File: config.mk
export PLATFORM = sky130hd
export DESIGN_NAME = iambic_cw_keyer
export DESIGN_NICKNAME = d
export VERILOG_FILES = /design/src/hw/rtl/cwk_pkg.sv /design/src/hw/rtl/cwk_timing.sv /design/src/hw/rtl/cwk_core.sv /design/src/hw/rtl/iambic_cw_keyer.sv
export SDC_FILE = /design/constraint.sdc
export NUM_CORES = 1
export LEC_CHECK = 0
export BUFFER_PORTS_ARGS = -buffer_cell sky130_fd_sc_hd__clkbuf_2
export CAP_MARGIN = 10
export CORE_ASPECT_RATIO = 1.2
export CORE_MARGIN = 2
export CORE_UTILIZATION = 30
export DETAILED_ROUTE_END_ITERATION = 12
export GPL_ROUTABILITY_DRIVEN = 0
export GPL_TIMING_DRIVEN = 1
export PLACE_DENSITY = 0.43
export SYNTH_ARGS = -nofsm -noshare
export SYNTH_HDL_FRONTEND = slang
export SYNTH_SLANG_ARGS = --single-unit
File: constraint.sdc
create_clock -name i_clk -period 6.5 [get_ports i_clk]
set_clock_uncertainty 0.1 [all_clocks]
set_input_delay 0.325 -clock i_clk [delete_from_list [all_inputs] [get_ports i_clk]]
set_output_delay 0.325 -clock i_clk [all_outputs]
set_load 0.02 [all_outputs]
File: src/hw/rtl/cwk_pkg.sv
// ============================================================================
// cwk_pkg
// Shared types, register indexes and the dot length table of the CW keyer.
// ============================================================================
`default_nettype none

package cwk_pkg;

    // configuration register indexes
    localparam logic [2:0] RegSpeedWpm       = 3'd0;
    localparam logic [2:0] RegWeightPercent  = 3'd1;
    localparam logic [2:0] RegKeyerMode      = 3'd2;
    localparam logic [2:0] RegPaddlesSwapped = 3'd3;
    localparam logic [2:0] RegLetterSpaceOn  = 3'd4;

    // keyer modes
    localparam logic [1:0] ModeStraight = 2'd0;
    localparam logic [1:0] ModeIambicA  = 2'd1;
    localparam logic [1:0] ModeIambicB  = 2'd2;

    // register reset values
    localparam logic [6:0] SpeedReset    = 7'd18;
    localparam logic [6:0] WeightReset   = 7'd50;
    localparam logic [1:0] ModeReset     = ModeIambicB;
    localparam logic       SwappedReset  = 1'b1;
    localparam logic       LetterReset   = 1'b0;
    localparam logic [10:0] DotTicksReset  = 11'd66;
    localparam logic [12:0] DashTicksReset = 13'd198;

    // cycles from a register write until the timing pipeline holds fresh values
    localparam int unsigned SettleCycles = 4;
    localparam int unsigned SettleWidth  = $clog2(SettleCycles + 1);

    // dash division by 50: floor(2^25 / 50), result may be one low
    localparam int unsigned RecipShift = 25;
    localparam logic [19:0] Recip50    = 20'd671088;
    localparam logic [12:0] DashMax    = 13'h1FFF;

    typedef struct packed {
        logic [1:0] keyer_mode;
        logic       paddles_swapped;
        logic       letter_space_on;
    } t_mode_cfg;

    typedef struct packed {
        logic [10:0] dot_ticks;
        logic [12:0] dash_ticks;
    } t_timing;

    typedef struct packed {
        logic in_character;
        logic transmit_active;
        logic key_down;
    } t_result;

    // 1200 / speed, speed zero read as one
    localparam logic [10:0] DotLut [128] = '{
        11'd1200, 11'd1200, 11'd600,  11'd400,  11'd300,  11'd240,  11'd200,  11'd171,
        11'd150,  11'd133,  11'd120,  11'd109,  11'd100,  11'd92,   11'd85,   11'd80,
        11'd75,   11'd70,   11'd66,   11'd63,   11'd60,   11'd57,   11'd54,   11'd52,
        11'd50,   11'd48,   11'd46,   11'd44,   11'd42,   11'd41,   11'd40,   11'd38,
        11'd37,   11'd36,   11'd35,   11'd34,   11'd33,   11'd32,   11'd31,   11'd30,
        11'd30,   11'd29,   11'd28,   11'd27,   11'd27,   11'd26,   11'd26,   11'd25,
        11'd25,   11'd24,   11'd24,   11'd23,   11'd23,   11'd22,   11'd22,   11'd21,
        11'd21,   11'd21,   11'd20,   11'd20,   11'd20,   11'd19,   11'd19,   11'd19,
        11'd18,   11'd18,   11'd18,   11'd17,   11'd17,   11'd17,   11'd17,   11'd16,
        11'd16,   11'd16,   11'd16,   11'd16,   11'd15,   11'd15,   11'd15,   11'd15,
        11'd15,   11'd14,   11'd14,   11'd14,   11'd14,   11'd14,   11'd13,   11'd13,
        11'd13,   11'd13,   11'd13,   11'd13,   11'd13,   11'd12,   11'd12,   11'd12,
        11'd12,   11'd12,   11'd12,   11'd12,   11'd12,   11'd11,   11'd11,   11'd11,
        11'd11,   11'd11,   11'd11,   11'd11,   11'd11,   11'd11,   11'd10,   11'd10,
        11'd10,   11'd10,   11'd10,   11'd10,   11'd10,   11'd10,   11'd10,   11'd10,
        11'd10,   11'd9,    11'd9,    11'd9,    11'd9,    11'd9,    11'd9,    11'd9
    };

endpackage

`default_nettype wire

File: src/hw/rtl/cwk_timing.sv
// ============================================================================
// cwk_timing
// Configuration registers and the pipeline that derives dot and dash lengths.
// ============================================================================
`default_nettype none

module cwk_timing (
    input  wire logic               i_clk,
    input  wire logic               i_rst_n,
    input  wire logic               i_cfg_valid,
    input  wire logic [2:0]         i_cfg_index,
    input  wire logic [6:0]         i_cfg_data,
    output cwk_pkg::t_mode_cfg      o_mode_cfg,
    output cwk_pkg::t_timing        o_timing,
    output logic                    o_busy
);
    import cwk_pkg::*;

    logic [6:0]  r_speed;
    logic [6:0]  r_weight;
    logic [1:0]  r_mode;
    logic        r_swapped;
    logic        r_letter;
    logic [SettleWidth-1:0] r_settle;

    logic [10:0] r_dot_calc;
    logic [8:0]  r_weight3;
    logic [19:0] r_prod;
    logic [19:0] r_prod_d;
    logic [13:0] r_qest;
    logic [12:0] r_dash_calc;

    logic [39:0] prod_recip;
    logic [19:0] rem;
    logic [13:0] quot;

    always_ff @(posedge i_clk) begin
        if (!i_rst_n) begin
            r_speed   <= SpeedReset;
            r_weight  <= WeightReset;
            r_mode    <= ModeReset;
            r_swapped <= SwappedReset;
            r_letter  <= LetterReset;
            r_settle  <= SettleWidth'(SettleCycles);
        end else begin
            if (i_cfg_valid) begin
                unique case (i_cfg_index)
                    RegSpeedWpm:       r_speed   <= i_cfg_data;
                    RegWeightPercent:  r_weight  <= i_cfg_data;
                    RegKeyerMode:      r_mode    <= i_cfg_data[1:0];
                    RegPaddlesSwapped: r_swapped <= i_cfg_data[0];
                    RegLetterSpaceOn:  r_letter  <= i_cfg_data[0];
                    default: ;
                endcase
                r_settle <= SettleWidth'(SettleCycles);
            end else if (r_settle != '0) begin
                r_settle <= r_settle - SettleWidth'(1);
            end
        end
    end

    // floor estimate of prod / 50 is exact or one low
    always_comb begin
        prod_recip = 40'(r_prod) * 40'(Recip50);
        rem        = r_prod_d - (20'(r_qest) * 20'd50);
        quot       = (rem >= 20'd50) ? (r_qest + 14'd1) : r_qest;
    end

    always_ff @(posedge i_clk) begin
        r_dot_calc  <= DotLut[r_speed];
        r_weight3   <= {1'b0, r_weight, 1'b0} + {2'b0, r_weight};
        r_prod      <= 20'(r_dot_calc) * 20'(r_weight3);
        r_prod_d    <= r_prod;
        r_qest      <= prod_recip[RecipShift+13:RecipShift];
        r_dash_calc <= (quot > 14'(DashMax)) ? DashMax : quot[12:0];
    end

    assign o_mode_cfg.keyer_mode      = r_mode;
    assign o_mode_cfg.paddles_swapped = r_swapped;
    assign o_mode_cfg.letter_space_on = r_letter;
    assign o_timing.dot_ticks         = r_dot_calc;
    assign o_timing.dash_ticks        = r_dash_calc;
    assign o_busy                     = (r_settle != '0);

endmodule

`default_nettype wire

File: src/hw/rtl/cwk_core.sv
// ============================================================================
// cwk_core
// Keyer phase machine, element timer and paddle memories; one step per tick.
// ============================================================================
`default_nettype none

module cwk_core (
    input  wire logic               i_clk,
    input  wire logic               i_rst_n,
    input  wire logic               i_step,
    input  wire logic               i_left_paddle,
    input  wire logic               i_right_paddle,
    input  cwk_pkg::t_mode_cfg      i_mode_cfg,
    input  cwk_pkg::t_timing        i_timing,
    output cwk_pkg::t_result        o_result
);
    import cwk_pkg::*;

    localparam logic [3:0] PhIdle     = 4'd0;
    localparam logic [3:0] PhDotPrep  = 4'd1;
    localparam logic [3:0] PhDashPrep = 4'd2;
    localparam logic [3:0] PhDotOn    = 4'd3;
    localparam logic [3:0] PhDashOn   = 4'd4;
    localparam logic [3:0] PhDotGap   = 4'd5;
    localparam logic [3:0] PhDashGap  = 4'd6;
    localparam logic [3:0] PhDotNext  = 4'd7;
    localparam logic [3:0] PhDashNext = 4'd8;
    localparam logic [3:0] PhLetter   = 4'd9;

    logic [3:0]  r_phase;
    logic [12:0] r_timer;
    logic        r_dot_pend;
    logic        r_dash_pend;
    logic        r_key;
    logic        r_tx;
    logic [10:0] r_dot_ticks;
    logic [12:0] r_dash_ticks;

    logic [3:0]  n_phase;
    logic [12:0] n_timer;
    logic        n_dot_pend;
    logic        n_dash_pend;
    logic        n_key;
    logic        n_tx;
    logic [10:0] n_dot_ticks;
    logic [12:0] n_dash_ticks;

    logic        dot;
    logic        dash;
    logic        straight;
    logic        mode_a;
    logic        leave;
    logic [12:0] target;
    logic        hit;
    logic [12:0] timer_inc;
    logic        same;
    logic        other;

    always_comb begin
        dot      = i_mode_cfg.paddles_swapped ? i_right_paddle : i_left_paddle;
        dash     = i_mode_cfg.paddles_swapped ? i_left_paddle : i_right_paddle;
        straight = (i_mode_cfg.keyer_mode == ModeStraight);
        mode_a   = (i_mode_cfg.keyer_mode == ModeIambicA);

        // lengths are reloaded on every idle tick
        n_dot_ticks  = (r_phase == PhIdle) ? i_timing.dot_ticks : r_dot_ticks;
        n_dash_ticks = (r_phase == PhIdle) ? i_timing.dash_ticks : r_dash_ticks;

        unique case (r_phase)
            PhDashOn: target = r_dash_ticks;
            PhLetter: target = {1'b0, r_dot_ticks, 1'b0};
            default:  target = {2'b0, r_dot_ticks};
        endcase
        hit       = (r_timer >= target);
        timer_inc = hit ? 13'd0 : (r_timer + 13'd1);

        same  = (r_phase == PhDotNext) ? dot : dash;
        other = (r_phase == PhDotNext) ? dash : dot;

        n_phase     = r_phase;
        n_timer     = r_timer;
        n_dot_pend  = r_dot_pend;
        n_dash_pend = r_dash_pend;
        n_key       = r_key;
        n_tx        = r_tx;
        leave       = 1'b0;

        unique case (r_phase)
            PhIdle: begin
                if (straight && dash) begin
                    if (!n_key) begin
                        n_key = 1'b1;
                        n_tx  = 1'b1;
                    end
                    leave = 1'b1;
                end else if (dot) begin
                    n_phase = PhDotPrep;
                end else if (!straight && dash) begin
                    n_phase = PhDashPrep;
                end else begin
                    if (n_key) begin
                        n_key = 1'b0;
                        n_tx  = 1'b1;
                    end
                    leave = 1'b1;
                end
            end
            PhDotPrep, PhDashPrep: begin
                n_dot_pend  = 1'b0;
                n_dash_pend = 1'b0;
                n_phase     = (r_phase == PhDotPrep) ? PhDotOn : PhDashOn;
            end
            PhDotOn, PhDashOn: begin
                if (!n_key) begin
                    n_key = 1'b1;
                    n_tx  = 1'b1;
                end
                n_timer = timer_inc;
                if (hit) begin
                    n_key   = 1'b0;
                    n_tx    = 1'b1;
                    n_phase = (r_phase == PhDotOn) ? PhDotGap : PhDashGap;
                end
                // mode A forgets the opposite paddle once both are released
                if (mode_a) begin
                    if (r_phase == PhDotOn) begin
                        if (!dot && !dash) n_dash_pend = 1'b0;
                        else if (dash)     n_dash_pend = 1'b1;
                    end else begin
                        if (!dot && !dash) n_dot_pend = 1'b0;
                        else if (dot)      n_dot_pend = 1'b1;
                    end
                end
            end
            PhDotGap: begin
                n_timer = timer_inc;
                if (hit) begin
                    if (!dot && straight) leave = 1'b1;
                    else if (r_dash_pend) n_phase = PhDashPrep;
                    else                  n_phase = PhDotNext;
                end
                if (dash) n_dash_pend = 1'b1;
            end
            PhDashGap: begin
                n_timer = timer_inc;
                if (hit) begin
                    n_phase = r_dot_pend ? PhDotPrep : PhDashNext;
                end
                if (dot) n_dot_pend = 1'b1;
            end
            PhDotNext, PhDashNext: begin
                if (same) begin
                    n_phase = (r_phase == PhDotNext) ? PhDotPrep : PhDashPrep;
                end else if (other) begin
                    n_phase = (r_phase == PhDotNext) ? PhDashPrep : PhDotPrep;
                end else if (i_mode_cfg.letter_space_on) begin
                    n_dot_pend  = 1'b0;
                    n_dash_pend = 1'b0;
                    n_phase     = PhLetter;
                end else begin
                    leave = 1'b1;
                end
            end
            PhLetter: begin
                n_timer = timer_inc;
                if (hit) begin
                    if (r_dot_pend)       n_phase = PhDotPrep;
                    else if (r_dash_pend) n_phase = PhDashPrep;
                    else                  leave = 1'b1;
                end
                if (dot)  n_dot_pend  = 1'b1;
                if (dash) n_dash_pend = 1'b1;
            end
            default: begin
                leave = 1'b1;
            end
        endcase

        if (leave) begin
            n_phase = PhIdle;
            n_tx    = 1'b0;
        end

        o_result.key_down        = n_key;
        o_result.transmit_active = n_tx;
        o_result.in_character    = (n_phase != PhIdle);
    end

    always_ff @(posedge i_clk) begin
        if (!i_rst_n) begin
            r_phase      <= PhIdle;
            r_timer      <= 13'd0;
            r_dot_pend   <= 1'b0;
            r_dash_pend  <= 1'b0;
            r_key        <= 1'b0;
            r_tx         <= 1'b0;
            r_dot_ticks  <= DotTicksReset;
            r_dash_ticks <= DashTicksReset;
        end else if (i_step) begin
            r_phase      <= n_phase;
            r_timer      <= n_timer;
            r_dot_pend   <= n_dot_pend;
            r_dash_pend  <= n_dash_pend;
            r_key        <= n_key;
            r_tx         <= n_tx;
            r_dot_ticks  <= n_dot_ticks;
            r_dash_ticks <= n_dash_ticks;
        end
    end

endmodule

`default_nettype wire

File: src/hw/rtl/iambic_cw_keyer.sv
// ============================================================================
// iambic_cw_keyer
// Iambic Morse keyer: straight or bug, iambic A and B, one tick per beat.
// ============================================================================
// Each input beat is one keyer tick carrying both paddle levels and produces
// exactly one output beat with the key line, transmit-active and in-character
// flags. Ticks are taken one per clock unless the timing pipeline is settling
// or the result register is stalled; a beat is held in the input register and
// is stepped through the phase machine into the output register. After reset
// and after every configuration write the input is held off while the dot
// table lookup, weight multiply and divide-by-50 pipeline settles. New dot and
// dash lengths are picked up at the next tick that finds the keyer idle; mode,
// paddle swap and letter spacing act at once.
`default_nettype none

module iambic_cw_keyer (
    input  wire logic       i_clk,
    input  wire logic       i_rst_n,
    // input ticks
    input  wire logic       i_s_tvalid,
    output logic            o_s_tready,
    input  wire logic [7:0] i_s_tdata,   // [0] left_paddle, [1] right_paddle, [7:2] zero
    // results
    output logic            o_m_tvalid,
    input  wire logic       i_m_tready,
    output logic [7:0]      o_m_tdata,   // [0] key_down, [1] transmit_active,
                                         // [2] in_character, [7:3] zero
    // configuration writes
    input  wire logic       i_cfg_valid,
    output logic            o_cfg_ready,
    input  wire logic [2:0] i_cfg_index,
    input  wire logic [6:0] i_cfg_data
);
    import cwk_pkg::*;

    t_mode_cfg mode_cfg;
    t_timing   timing;
    t_result   result;
    logic      busy;
    logic      advance;
    logic      step;

    logic      r_in_valid;
    logic      r_in_left;
    logic      r_in_right;
    logic      r_out_valid;
    t_result   r_out;

    cwk_timing u_timing (
        .i_clk       (i_clk),
        .i_rst_n     (i_rst_n),
        .i_cfg_valid (i_cfg_valid),
        .i_cfg_index (i_cfg_index),
        .i_cfg_data  (i_cfg_data),
        .o_mode_cfg  (mode_cfg),
        .o_timing    (timing),
        .o_busy      (busy)
    );

    cwk_core u_core (
        .i_clk          (i_clk),
        .i_rst_n        (i_rst_n),
        .i_step         (step),
        .i_left_paddle  (r_in_left),
        .i_right_paddle (r_in_right),
        .i_mode_cfg     (mode_cfg),
        .i_timing       (timing),
        .o_result       (result)
    );

    assign advance     = !r_out_valid || i_m_tready;
    assign step        = r_in_valid && advance;
    assign o_s_tready  = !busy && (!r_in_valid || advance);
    assign o_cfg_ready = 1'b1;

    always_ff @(posedge i_clk) begin
        if (!i_rst_n) begin
            r_in_valid  <= 1'b0;
            r_out_valid <= 1'b0;
        end else begin
            if (i_s_tvalid && o_s_tready) begin
                r_in_valid <= 1'b1;
            end else if (step) begin
                r_in_valid <= 1'b0;
            end
            if (step) begin
                r_out_valid <= 1'b1;
            end else if (i_m_tready) begin
                r_out_valid <= 1'b0;
            end
        end
    end

    always_ff @(posedge i_clk) begin
        if (i_s_tvalid && o_s_tready) begin
            r_in_left  <= i_s_tdata[0];
            r_in_right <= i_s_tdata[1];
        end
        if (step) begin
            r_out <= result;
        end
    end

    assign o_m_tvalid = r_out_valid;
    assign o_m_tdata  = {5'b0, r_out.in_character, r_out.transmit_active, r_out.key_down};

endmodule

`default_nettype wire

==> summary by stage <==
Clocking
The H-tree depth is 4. Counting along the longest clock path gives a buffer depth of 2. CTS saw approximately 160 sinks.

The tree is rooted in a clkbuf_16. TritonCTS created 17 clock buffers. TritonCTS built the clock tree. Clock-pin slew was measured on the worst setup and hold paths at 70 ps. The later pin in the worst-skew pair is clocked with a latency of 460 ps.

Cells and area
The finished layout holds 2806 standard cells, fillers aside. Once layout is complete, the utilization of the core stands at 33.5%. The number of antenna diodes in the final layout is 0.

At the end of the flow, the number of nets in the layout was 2525. Of the cells placed in the final design, the portion with a size suffix greater than 1 is 6.58%. From synthesis to final layout, the design area changed by 10.1%.

Global route
The maximum number of pins on one net before global-route repair is 57. The total routing resource utilization after global routing is 14.4%. The number of antenna violations at the first check in global routing is 0. The via count of the first global-routing pass is 13800.

The final global-route overflow total is 0. The first-pass GRT wire length is 72400 um.

Worst setup path
The critical path starts at u_timing.r_prod[10]. The type of destination of the critical path is a register. The end of the worst register-to-register path is u_timing.r_qest[13]. The type of origin of the critical path is a register.

The most critical setup path has its endpoint at u_timing.r_qest[13]. The kind of critical path is register to register. The startpoint identified for the worst register-to-register timing path is u_timing.r_prod[10].

The worst-path maximum fanout is 5. Counting cells, the worst reg-to-reg path comes to 21. Data on the critical path arrives at its endpoint at 6340 ps.

Data on the critical path is required at its endpoint by 6790 ps. Setup slack on the worst reg-to-reg path comes out at ~440 ps.

Flow run
The total of max-cap violations is 0.

Synthesis
In this run the biggest area consumer among cell types represents a little under a quarter of the synthesized area. Sorting the synthesized cells by area gives the leading types as fa_1, ha_1, dfxtp_1. Synthesis instantiated 84 different standard cells from the library. After technology mapping, the gate count stands at 1972. The summed instance area of the synthesized netlist is 18200 um2.

Of the synthesized area, sequential elements account for 17.8%. fa_1 takes more of the synthesized area than any other cell. In the synthesized netlist the dominant register cell turns out to be dfxtp_1. Counting instances in the post-synthesis netlist gives the leading cell types as ha_1, inv_1, fa_1.

For this run, asynchronously set or reset flops after synthesis account for 0%. The number of flip-flops and latches in the synthesized netlist is roughly 160. A synthesized cell averages ~9 um2. The most numerous cell in the Yosys netlist is ha_1. The count of warnings emitted by yosys is 0. Counting flops with a built-in enable in the synthesized netlist gives 5.

Timing
Derived from the worst setup path, the maximum achievable clock frequency is 0.165 GHz. The post-route fraction of the period consumed by the critical path is about 93%. The count of final setup violators is 0. The number of max-slew violations in the final report is 0. Setup total negative slack on the finished layout was measured at 0 ps. The tightest hold path in the finished design has a slack of 33.5 ps. Measured against its own limit, the worst slew margin works out to 43.6%. The smallest clock period supported by the final layout is computed as 6060 ps. Setup repair after global routing left no endpoint under its margin. The hold violation count in the final report came to 0. The slew of the pin with the lowest slew margin is 844 ps.

Hold path
The class of the tightest hold or removal check is input pin to register. The number of instances on the worst hold path is 3.

Floorplan
The top-level port count is 34. The die covers 62600 um2. The initialized floorplan defines 98 standard-cell rows. The region available for standard cell placement spans 59700 um2. The initial cell density of the core is about 30%. The vertical extent of the die is 274 um. The floorplan step set the die width to 229 um.

Routing
The post-detailed-route count of antenna-violating nets is 0. The mean routed wirelength per cell is 15.4 um. The residual DRC count is 0. After detailed routing, the total wire length is roughly 43000 um. The first detailed-routing pass took 4 iterations.

After the first detailed-routing iteration, the DRC count stood at 527. The routed via count divided by cell count is 4.72. The number of vias in the routed layout is 13300.

Placement
Detailed placement ended at an HPWL of 35800 um. The total of buffers placed on input and output ports is 21. The cell count after placement is 2768.

Outcome
The flow ran to the end, and the final reports show no timing, DRC or antenna violations.
[through the flow]
stage	cell area, um2	setup WS (ps)
4_1_cts	20000	274
3_5_place_dp	19300	329
2_1_floorplan	18200	776
3_3_place_gp	19300	315
6_report	20000	441
5_1_grt	20000	22.6
[cell families after synthesis]
| logic type | Yosys count | synth area share (%) |
|---|---|---|
| compound gates | 346 | 12.8 |
| xor+xnor | 76 | 3.70 |
| fa+ha+maj | 509 | 43.5 |
| buf+inv | 367 | 7.75 |
| flops | 159 | 17.8 |
| mux | 26 | 1.73 |
| other cells | 2 | 0.0413 |
| simple gates | 487 | 12.7 |
[what timing repair did]
item	CTS	global route
setup buffers	0	2
endpoints found under the setup margin	0	14
hold buffers	4	0
endpoints found under the hold margin	4	0
resized for setup	0	9
[cell type report]
cell class	count	area, um2
fill	6220	39700
clock buffer	20	447
tap	800	1000
timing repair buffer	67	477
sequential	159	3240
multi-input combinational	1450	13600
inverter	298	1120
clock inverter	12	174
[worst min path at each step]
stage,startpoint,endpoint,slack [ps]
6_report,i_cfg_data[2],u_timing.r_speed[2],30
4_1_cts,i_cfg_data[2],u_timing.r_speed[2],10
3_3_place_gp,u_timing.r_weight[0],u_timing.r_weight3[0],280
3_5_place_dp,u_timing.r_weight[0],u_timing.r_weight3[0],280
2_1_floorplan,u_timing.r_weight[0],u_timing.r_weight3[0],250
5_1_grt,i_cfg_data[2],u_timing.r_speed[2],50
[critical path, cell delays in order, from the launching register on]
cell	delay [ps]
dfxtp_1	480
ha_1	320
fa_1	590
fa_1	450
fa_1	520
inv_1	60
fa_1	530
inv_1	60
fa_1	480
ha_1	310
a22oi_1	250
nand2_1	90
nor3_1	140
a31oi_1	100
buf_4	160
o2111ai_1	300
a21oi_1	100
a2111oi_0	370
buf_4	190
o21bai_1	90
a21oi_1	190
xnor2_1	130
[cell usage in the layout (no fill, tap or decap), types with 16 or more instances in the layout]
master / synthesis / final
inv_1: 296 / 296
clkbuf_2: 0 / 21
o21ai_0: 65 / 65
nor2_1: 89 / 89
ha_1: 304 / 302
nor2b_1: 24 / 24
clkbuf_16: 0 / 17
a21o_1: 22 / 22
nor3_1: 19 / 19
nand2_1: 202 / 202
a21oi_1: 86 / 85
nand3_1: 33 / 33
xor2_1: 30 / 30
xnor2_1: 45 / 45
and2_1: 40 / 40
buf_4: 6 / 40
a21boi_0: 28 / 28
mux2i_1: 19 / 19
nand2b_1: 16 / 16
dfxtp_1: 154 / 150
fa_1: 205 / 205
[flip-flops by register name, summed over array words and instances (netlist names), 2 cells and up]
register / count
u_timing.r_prod: 20
u_timing.r_dash_calc: 13
o_m_tdata: 3
u_timing.r_qest: 14
u_timing.r_weight: 7
u_core.r_dot_ticks: 11
u_core.r_timer: 13
u_timing.r_settle: 3
u_timing.r_prod_d: 19
u_core.r_phase: 4
u_core.r_dash_ticks: 13
u_timing.r_speed: 7
u_timing.r_weight3: 9
u_timing.r_dot_calc: 11
u_timing.r_mode: 2
[routing by layer]
| metal | vias to the layer above | global-route usage [%] | share of wire [%] |
|---|---|---|---|
| li1 | 6611 | - | - |
| met1 | 6472 | 18.6 | 46 |
| met2 | 136 | 25.8 | 51 |
| met3 | 33 | 1.22 | 1.7 |
| met4 | 0 | 3.63 | 1.3 |
| met5 | - | 0 | 0 |
Power is left out: the tool's default activity adds up to more than one toggle a clock period on the data nets, which glitch-free logic cannot reach.
